$ cat src/design/swz_ram.sv
// ----------------------------------------------------------------------------
// swz_ram: generic single-port-write, registered-read RAM
// One write and one read per cycle; read data is registered and appears in the cycle after the read.
// ----------------------------------------------------------------------------
module swz_ram #(
  parameter int WIDTH = 8,
  parameter int DEPTH = 16
) (
  input  logic                     clk_i,
  input  logic                     we_i,
  input  logic [$clog2(DEPTH)-1:0] waddr_i,
  input  logic [WIDTH-1:0]         wdata_i,
  input  logic                     re_i,
  input  logic [$clog2(DEPTH)-1:0] raddr_i,
  output logic [WIDTH-1:0]         rdata_o
);

  logic [WIDTH-1:0] mem_q [DEPTH];
  logic [WIDTH-1:0] rdata_q;

  always_ff @(posedge clk_i) begin
    if (we_i) begin
      mem_q[waddr_i] <= wdata_i;
    end
    if (re_i) begin
      rdata_q <= mem_q[raddr_i];
    end
  end

  assign rdata_o = rdata_q;

endmodule

$ cat config.mk
export PLATFORM = sky130hd
export DESIGN_NAME = swz_ram
export DESIGN_NICKNAME = d
export VERILOG_FILES = /design/src/design/swz_ram.sv
export SDC_FILE = /design/constraint.sdc
export NUM_CORES = 1
export LEC_CHECK = 0
export ABC_AREA = 1
export BUFFER_PORTS_ARGS = -buffer_cell sky130_fd_sc_hd__buf_2
export CAP_MARGIN = 0
export CORE_MARGIN = 5
export CORE_UTILIZATION = 65
export CTS_BUF_LIST = sky130_fd_sc_hd__clkbuf_4 sky130_fd_sc_hd__clkbuf_8
export CTS_CLUSTER_SIZE = 14
export DETAILED_ROUTE_END_ITERATION = 10
export HOLD_SLACK_MARGIN = 0.06
export PLACE_DENSITY = 0.93
export SYNTH_ARGS = -nofsm -noshare
export SYNTH_HDL_FRONTEND = slang
export SYNTH_SLANG_ARGS = --single-unit
export TNS_END_PERCENT = 5
$ cat constraint.sdc
create_clock -name clk_i -period 2.3 [get_ports clk_i]
set_clock_uncertainty 0.05 [all_clocks]
set_input_delay 0.46 -clock clk_i [delete_from_list [all_inputs] [get_ports clk_i]]
set_output_delay 0.46 -clock clk_i [all_outputs]
set_load 0.01 [all_outputs]
==> flow_metrics.tcl, run 1 <==
set metrics [dict create \
    status "completed" \
    maxSlewHeadroom_pct 46.7 \
    rows 34 \
    critPathKind "reg -> out" \
    grt-ovfl-total 0 \
    path_cells "buf_2" \
    clock_path_buffers 2 \
    synth_compound_area_share_pct 0 \
    cts_setup_buffers 0 \
    yosysSeqAreaShare_pct 69.8 \
    maxCapViolCount 0 \
    stdcell_area_mm2 0.00642 \
    cts_buffers 17 \
    firstDrtPassIters 5 \
    cts_hold_buf 0 \
    cts_max_level 4 \
    whs_ps 346 \
    synthAdderAreaFrac_pct 0 \
    clkLatencyLatePin_ps 440 \
    max-vdd-ir-drop_v 0.000610 \
    num_io_pins 27 \
    fin_nets 601 \
    synth-seq-cells 136 \
    grt_pass1_vias 3841 \
    drv_slew 0 \
    die_area_mm2 0.0110 \
    layout-drive-gt1-share_pct 11.6 \
    setup_viol 0 \
    avgSynthCellArea_um2 10.6 \
    globalplace.congestion 0.850 \
    crit_required_ps 1790 \
    setup_ws_ps 730 \
    vias_per_cell 5.79 \
    synthCells 551 \
    ant_nets 0 \
    antenna_found_initial 0 \
    cts.clk_slew.worst_paths_ps 80 \
    routed-via-count 4068 \
    drt_iter0_markers 608 \
    tns_ps 0 \
    drc 0 \
    ys_warn_count 0 \
    ctsResizeCount 0 \
    cts_tree "done" \
    cts_num_sinks 136 \
    fin_util_pct 73.3 \
    yosysUniqueCellTypes 11 \
    port_buffers 26 \
    max_freq_mhz 637 \
    post-dp-hpwl_um 8240 \
    muxShareOfSynthArea_pct 0 \
    wl_per_cell_um 18.6 \
    powerDensity_mw_per_mm2 790 \
    start_util_pct 66.7 \
    grt_max_degree 65 \
    slowest_delay_ps 450 \
    n_antenna_cell 0 \
    wl_um 13100 \
    worst_ep_arrival_time_ps 1060 \
    area_growth_pct 9.89 \
    crit_fanout 1 \
    cp_num_buf_inv 1 \
    cp-end-kind "output pin" \
    cts-root-buf "clkbuf_8" \
    synth_top_family_by_area "simple AND/OR/NAND/NOR gates" \
    crit_path_top_delay_cell "edfxtp_1" \
    rsz0062_at_grt "no" \
    syn_area_mm2 0.00585 \
    die_w_um 105 \
    grt_first_pass_wirelength_um 20700 \
    worst_pin_slew_ps 796 \
    synth_nets 570 \
    fin_crit_ps 1570 \
    synth_simple_gate_area_share_pct 20.8 \
    p_leak_nw 2.77 \
    fp.dieH_um 105 \
    place_ws_ps 318 \
    place_area_mm2 0.00603 \
    coreArea_mm2 0.00876 \
    cp_top_family "flip-flops" \
    synth-xor-area-share_pct 0 \
    grtUsageTotal_pct 24.6 \
    hold_viol 0 \
    hold_path.class "in -> reg" \
    start_kind "register" \
    fin_crit_sh_pct 68.3 \
]
==> cell usage in the layout, fill, tap and decap left out, drive strengths merged <==
master	instances
nand2	173
buf	36
inv	105
clkinv	4
nand3b	2
edfxtp	136
clkbuf	18
bufinv	2
nand3	97
clkinvlp	5
nor2	17
==> kinds of logic (layout without fill, tap and decap cells) <==
group / after synthesis / in the layout
AND/OR/NAND/NOR: 289 / 289
flip-flops: 136 / 136
buffers and inverters: 126 / 170
==> stage by stage <==
step                      power, mW  std cells
after floorplan                3.06        551
after global placement         3.18        671
after detailed placement       3.19        671
after CTS                      5.07        703
after global routing           5.23        703
final                          5.07        703
==> power by group <==
part           total [mW]  internal, mW  switching, mW  leakage, nW
logic               0.335        0.0923          0.243         1.35
registers            2.81          2.79         0.0185         1.24
clock network        1.93         0.980          0.950        0.183
total                5.07          3.86           1.21         2.77
==> routing by layer <==
| layer | vias up | global-route usage [%] | wire, µm |
|---|---|---|---|
| li1 | 1841 | - | - |
| met1 | 1924 | 31.9 | 4900 |
| met2 | 259 | 41.0 | 6490 |
| met3 | 44 | 5.61 | 1220 |
| met4 | 0 | 8.95 | 473 |
| met5 | - | 0 | 0 |
==> final timing paths <==
path                         startpoint              endpoint  slack [ps]  cells past startpoint
setup / recovery   rdata_o[1]$_DFFE_PP_            rdata_o[1]         730                      1
hold / removal                     re_i  rdata_o[4]$_DFFE_PP_         350                      1
setup reg to reg  mem_q[3][2]$_DFFE_PP_  rdata_o[2]$_DFFE_PP_        1080                      6
hold reg to reg   mem_q[4][5]$_DFFE_PP_  rdata_o[5]$_DFFE_PP_         710                      6
==> sequential cells by signal (all words and copies together), names as in the netlist <==
name	flops
rdata_o	8
mem_q	128
==> synth_stat cells <==
library cell  count  area [µm²]
buf_1             1        3.75
buf_2            13        65.1
buf_4             4        30.0
buf_6             6        67.6
edfxtp_1        136        4080
inv_1           100         375
inv_2             2        7.51
nand2_1         173         649
nand3_1          97         485
nand3b_1          2        15.0
nor2_1           17        63.8
==> cell type report <==
type | instances | area [µm²]
tap | 108 | 135
inverter | 102 | 383
multi-input combinational | 289 | 1210
timing repair buffer | 36 | 218
clock buffer | 18 | 241
fill | 578 | 2340
clock inverter | 14 | 150
sequential | 136 | 4080
Power figures use the tool's default switching activity.
==> inputs of run 2 (changes only) <==
--- a/config.mk
+++ b/config.mk
@@ -9,12 +9,12 @@
 export BUFFER_PORTS_ARGS = -buffer_cell sky130_fd_sc_hd__buf_2
 export CAP_MARGIN = 0
 export CORE_MARGIN = 5
-export CORE_UTILIZATION = 65
+export CORE_UTILIZATION = 63
 export CTS_BUF_LIST = sky130_fd_sc_hd__clkbuf_4 sky130_fd_sc_hd__clkbuf_8
 export CTS_CLUSTER_SIZE = 14
 export DETAILED_ROUTE_END_ITERATION = 10
 export HOLD_SLACK_MARGIN = 0.06
-export PLACE_DENSITY = 0.93
+export PLACE_DENSITY = 0.9
 export SYNTH_ARGS = -nofsm -noshare
 export SYNTH_HDL_FRONTEND = slang
 export SYNTH_SLANG_ARGS = --single-unit
==> constraint.sdc (replaced) <==
create_clock -name clk_i -period 1.5 [get_ports clk_i]
set_clock_uncertainty 0.05 [all_clocks]
set_input_delay 0.3 -clock clk_i [delete_from_list [all_inputs] [get_ports clk_i]]
set_output_delay 0.3 -clock clk_i [all_outputs]
set_load 0.01 [all_outputs]
==> run 2 against run 1 <==
Against the previous run:
- worst setup slack worse by 550 ps
- clock power rose by 76%
- register-to-register slack got worse by 880 ps
- wire length rose by 11%
- critical endpoint unchanged
- largest cell class unchanged
- highest routed layer unchanged
==> flow_metrics.tcl, run 2 (synthesized netlist as in run 1, its figures left out) <==
set metrics [dict create \
    wl_um 14600 \
    hold_start "re_i" \
    clock_path_buffers 2 \
    p_leak_nw 2.92 \
    regMostFlops "mem_q" \
    fp.dieH_um 106 \
    placed_cells 692 \
    die_area_mm2 0.0113 \
    mostFrequentLayoutCells "nand2_1, edfxtp_1, inv_1" \
    final_common_cell "nand2_1" \
    setup_ws_ps 178 \
    cp_num_buf_inv 1 \
    grt_pass1_vias 4200 \
    cts-root-buf "clkbuf_8" \
    grtUsageTotal_pct 26.9 \
    grt_max_degree 33 \
    maxCapViolCount 0 \
    port_buffers 26 \
    status "completed" \
    tns_ps 0 \
    powerDensity_mw_per_mm2 1240 \
    fin_crit_sh_pct 88.1 \
    grt-ovfl-total 0 \
    drc 0 \
    cts_hold_buf 0 \
    ant_nets 0 \
    start_util_pct 63.9 \
    vias_per_cell 5.95 \
    multi_input_area_mm2 0.00121 \
    hold_path.class "in -> reg" \
    rsz0062_at_grt "no" \
    path_cells "buf_2" \
    cts_tree "done" \
    final_cells 724 \
    cts_setup_buffers 0 \
    wl_per_cell_um 20.1 \
    cts.clk_slew.worst_paths_ps 70 \
    area_growth_pct 13.7 \
    ctsResizeCount 0 \
    coreArea_mm2 0.00915 \
    fin_crit_ps 1320 \
    layout-drive-gt1-share_pct 14.2 \
    max-vdd-ir-drop_v 0.000670 \
    globalplace.congestion 0.867 \
    post-dp-hpwl_um 8230 \
    grt_first_pass_wirelength_um 22400 \
    antenna_found_initial 0 \
    cts_num_sinks 136 \
    critPathKind "reg -> out" \
    n_antenna_cell 0 \
    fin_nets 619 \
    drv_slew 0 \
    crit_path_top_delay_cell "edfxtp_1" \
    cp_top_family "flip-flops" \
    cp-end-kind "output pin" \
    seqCellArea_mm2 0.00408 \
    rows 35 \
    hold_viol 0 \
    die_w_um 106 \
    crit_required_ps 1150 \
    start_kind "register" \
    largest_reg_flops 128 \
    worstSetupStartpoint "rdata_o[1]$_DFFE_PP_" \
    worst_pin_slew_ps 586 \
    rr_startpoint "mem_q[12][7]$_DFFE_PP_" \
    num_io_pins 27 \
    slowest_delay_ps 390 \
    crit_fanout 1 \
    fin_util_pct 72.6 \
    cts_buffers 17 \
    ff2ff_setup_slack_ps 200 \
    firstDrtPassIters 6 \
    place_ws_ps -92.6 \
    max_freq_mhz 757 \
    drt_iter0_markers 849 \
    clkLatencyLatePin_ps 430 \
    setup_viol 0 \
    cts_max_level 4 \
    fillerInstances 529 \
    routed-via-count 4307 \
    worst_ep_arrival_time_ps 970 \
    maxSlewHeadroom_pct 60.9 \
]
-- run 2: per-layer routing --
metal  GRT usage [%]  part of all wire (%)  vias to the layer above
met5               0                     0                        -
met4            10.9                   4.3                        0
met3            7.53                    13                       79
met2            42.9                    47                      402
met1            35.2                    35                     1952
li1                -                     -                     1874
-- run 2: layout make-up --
class                   instances  area share [%]
clock inverters                13            3.05
inverters                     102            5.76
flip-flops and latches        136            61.4
clock buffers                  19            3.74
multi-input cells             289            18.3
repair buffers                 54            5.68
well taps                     111            2.09
-- run 2: metrics by stage --
stage	power (mW)	hold slack (ps)	area (µm²)
6_report	8.26	185	6650
4_1_cts	8.23	176	6650
3_3_place_gp	4.89	614	6200
2_1_floorplan	4.69	349	5850
5_1_grt	8.51	159	6650
3_5_place_dp	4.92	619	6200
-- run 2: final timing paths --
check / to / cells past startpoint
worst min-delay path: rdata_o[5]$_DFFE_PP_ / 1
worst max register to register: rdata_o[7]$_DFFE_PP_ / 6
worst max-delay path: rdata_o[1] / 1
worst min register to register: rdata_o[5]$_DFFE_PP_ / 6
-- run 2: power by group --
group | internal [mW] | switching, mW
Combinational | 0.167 | 0.403
Sequential | 4.28 | 0.0245
Clock | 2.01 | 1.38
==> inputs of run 3 (changes only) <==
--- a/config.mk
+++ b/config.mk
@@ -5,16 +5,15 @@
 export SDC_FILE = /design/constraint.sdc
 export NUM_CORES = 1
 export LEC_CHECK = 0
-export ABC_AREA = 1
 export BUFFER_PORTS_ARGS = -buffer_cell sky130_fd_sc_hd__buf_2
 export CAP_MARGIN = 0
-export CORE_MARGIN = 5
+export CORE_MARGIN = 4
 export CORE_UTILIZATION = 63
 export CTS_BUF_LIST = sky130_fd_sc_hd__clkbuf_4 sky130_fd_sc_hd__clkbuf_8
 export CTS_CLUSTER_SIZE = 14
 export DETAILED_ROUTE_END_ITERATION = 10
 export HOLD_SLACK_MARGIN = 0.06
-export PLACE_DENSITY = 0.9
+export PLACE_DENSITY = 0.91
 export SYNTH_ARGS = -nofsm -noshare
 export SYNTH_HDL_FRONTEND = slang
 export SYNTH_SLANG_ARGS = --single-unit
==> run 3 against run 2 <==
Against the previous run:
- combinational power down 26%
- cell area decreased by 9.7%
- utilization grew 3.5 points
- power shrank 9.0%
- worst setup slack worse by 170 ps
- clock power down 18%
- global-route usage is 4.4 points lower
- non-clock buffer count decreased by 2
- worst hold slack improved by 21 ps
- critical path type is now reg -> reg
- critical endpoint is now rdata_o[6]$_DFFE_PP_
- largest power group unchanged
==> flow_metrics.tcl, run 3 <==
set metrics [dict create \
    cts_hold_buf 0 \
    crit_required_ps 1620 \
    synthCells 229 \
    status "completed" \
    clkLatencyLatePin_ps 420 \
    fp.dieH_um 99.1 \
    cts_buffers 17 \
    wl_per_cell_um 24.7 \
    clock_path_buffers 2 \
    synthTopCellsByArea "edfxtp_1, mux4_2, mux4_1" \
    setup_viol 0 \
    synth_edf_count 136 \
    powerDensity_mw_per_mm2 1250 \
    num_io_pins 27 \
    port_buffers 26 \
    synth_flop_cell "edfxtp_1" \
    grt-ovfl-total 0 \
    die_area_mm2 0.00982 \
    crit_fanout 1 \
    start_util_pct 66.3 \
    cts_max_level 4 \
    synth_top_cell_area_share_pct 78.1 \
    fin_nets 309 \
    hold_viol 0 \
    tns_ps 0 \
    die_w_um 99.1 \
    globalplace.congestion 0.779 \
    worst_pin_slew_ps 862 \
    ant_nets 0 \
    cts.clk_slew.worst_paths_ps 70 \
    ff2ff_setup_slack_ps 4 \
    async_flop_share_pct 0 \
    setup_ws_ps 3.85 \
    drv_slew 0 \
    coreArea_mm2 0.00789 \
    worst_ep_arrival_time_ps 1610 \
    largest_reg_flops 128 \
    min_path_cells 1 \
    ys_warn_count 0 \
    drc 0 \
    rows 32 \
    cts_setup_buffers 0 \
    regToRegEndpoint "rdata_o[6]$_DFFE_PP_" \
    worstRegToRegCells 3 \
    maxCapViolCount 0 \
    critPathKind "reg -> reg" \
    yosys.cell_count.top_type "edfxtp_1" \
    start_kind "register" \
    ys_top_cells_by_count "edfxtp_1, mux4_2, a22oi_1" \
    grt_first_pass_wirelength_um 15700 \
    regMostFlops "mem_q" \
    hold_path.class "in -> reg" \
    n_antenna_cell 0 \
    yosysSeqAreaShare_pct 78.1 \
    firstDrtPassIters 4 \
    hold_start "wdata_i[3]" \
    vias_per_cell 6.32 \
    final_common_cell "edfxtp_1" \
    cts_tree "done" \
    drt_iter0_markers 215 \
    avgSynthCellArea_um2 22.8 \
    routed-via-count 2561 \
    layout-drive-gt1-share_pct 38.6 \
    place_ws_ps -461 \
    synth_nets 248 \
    synth_area_leader_cell "edfxtp_1" \
    post-dp-hpwl_um 6600 \
    cts_num_sinks 136 \
    grt_max_degree 17 \
    max_freq_mhz 668 \
    max-vdd-ir-drop_v 0.000929 \
    cts-root-buf "clkbuf_8" \
    antenna_found_initial 0 \
    min_to "mem_q[5][3]$_DFFE_PP_" \
    fin_crit_sh_pct 99.7 \
    p_leak_nw 2.01 \
    rr_startpoint "mem_q[2][6]$_DFFE_PP_" \
    cp-end-kind "register" \
    grtUsageTotal_pct 22.5 \
    wl_um 10000 \
    syn_area_mm2 0.00523 \
    yosysUniqueCellTypes 18 \
    maxSlewHeadroom_pct 42.4 \
    grt_pass1_vias 2736 \
    synth-seq-cells 136 \
    mostFrequentLayoutCells "edfxtp_1, mux4_2, buf_2" \
    fin_crit_ps 1500 \
    rsz0062_at_grt "yes" \
    area_growth_pct 14.8 \
]
## run 3: power by group
part	internal, mW	total (mW)	leakage (nW)	switching, mW
Sequential	4.28	4.30	1.24	0.0267
Combinational	0.187	0.423	0.587	0.235
Clock	1.47	2.79	0.187	1.32
Total	5.94	7.52	2.01	1.58
## run 3: cell type report
class | instances | area (µm²)
flip-flops and latches | 136 | 4080
repair buffers | 52 | 350
fillers | 390 | 1880
clock buffers | 18 | 241
clock inverters | 14 | 133
multi-input cells | 83 | 1070
well taps | 102 | 128
## run 3: stage by stage
stage / hold WS (ps) / std cells / utilization, % / cell area (µm²) / total power, mW
2_1_floorplan: 349 / 229 / - / 5220 / 4.61
3_3_place_gp: 618 / 373 / 71.0 / 5600 / 4.77
3_5_place_dp: 627 / 373 / 71.0 / 5600 / 4.80
4_1_cts: 180 / 405 / 75.9 / 5990 / 7.56
5_1_grt: 175 / 405 / 76.1 / 6000 / 7.78
6_report: 206 / 405 / 76.1 / 6000 / 7.52
## run 3: critical path, cell delays in order (launching register included)
cell	delay, ps
edfxtp_1	390
mux4_2	480
a22oi_1	240
nand2_1	90
## run 3: worst max path at each step
| stage | from | endpoint | slack [ps] | cells after the start |
|---|---|---|---|---|
| final | mem_q[2][6]$_DFFE_PP_ | rdata_o[6]$_DFFE_PP_ | 4 | 3 |
| after global routing | mem_q[1][1]$_DFFE_PP_ | rdata_o[1]$_DFFE_PP_ | -20 | 3 |
| after CTS | mem_q[2][0]$_DFFE_PP_ | rdata_o[0]$_DFFE_PP_ | 6 | 3 |
| after detailed placement | raddr_i[0] | rdata_o[1]$_DFFE_PP_ | -460 | 5 |
| after global placement | raddr_i[0] | rdata_o[1]$_DFFE_PP_ | -340 | 5 |
| after floorplan | waddr_i[2] | mem_q[3][0]$_DFFE_PP_ | -120 | 2 |
## run 3: timing repair
action	in CTS	in global routing
pin swaps	1	2
gates cloned	0	0
resized for setup	3	5
setup endpoints to repair	3	7
## run 3: cells by family (layout without fill, tap and decap cells)
group	count (synthesis)	in the layout	synth area share, %
flops	136	136	78.1
simple gates	35	35	3.14
compound gates	16	16	2.30
buf+inv	10	84	1.65
mux	32	32	14.8
## run 3: metal layers
layer | global-route usage, % | share of wire (%)
met3 | 4.77 | 9.9
met1 | 30.9 | 37
met4 | 7.46 | 1.2
met2 | 36.7 | 52
met5 | 0 | 0
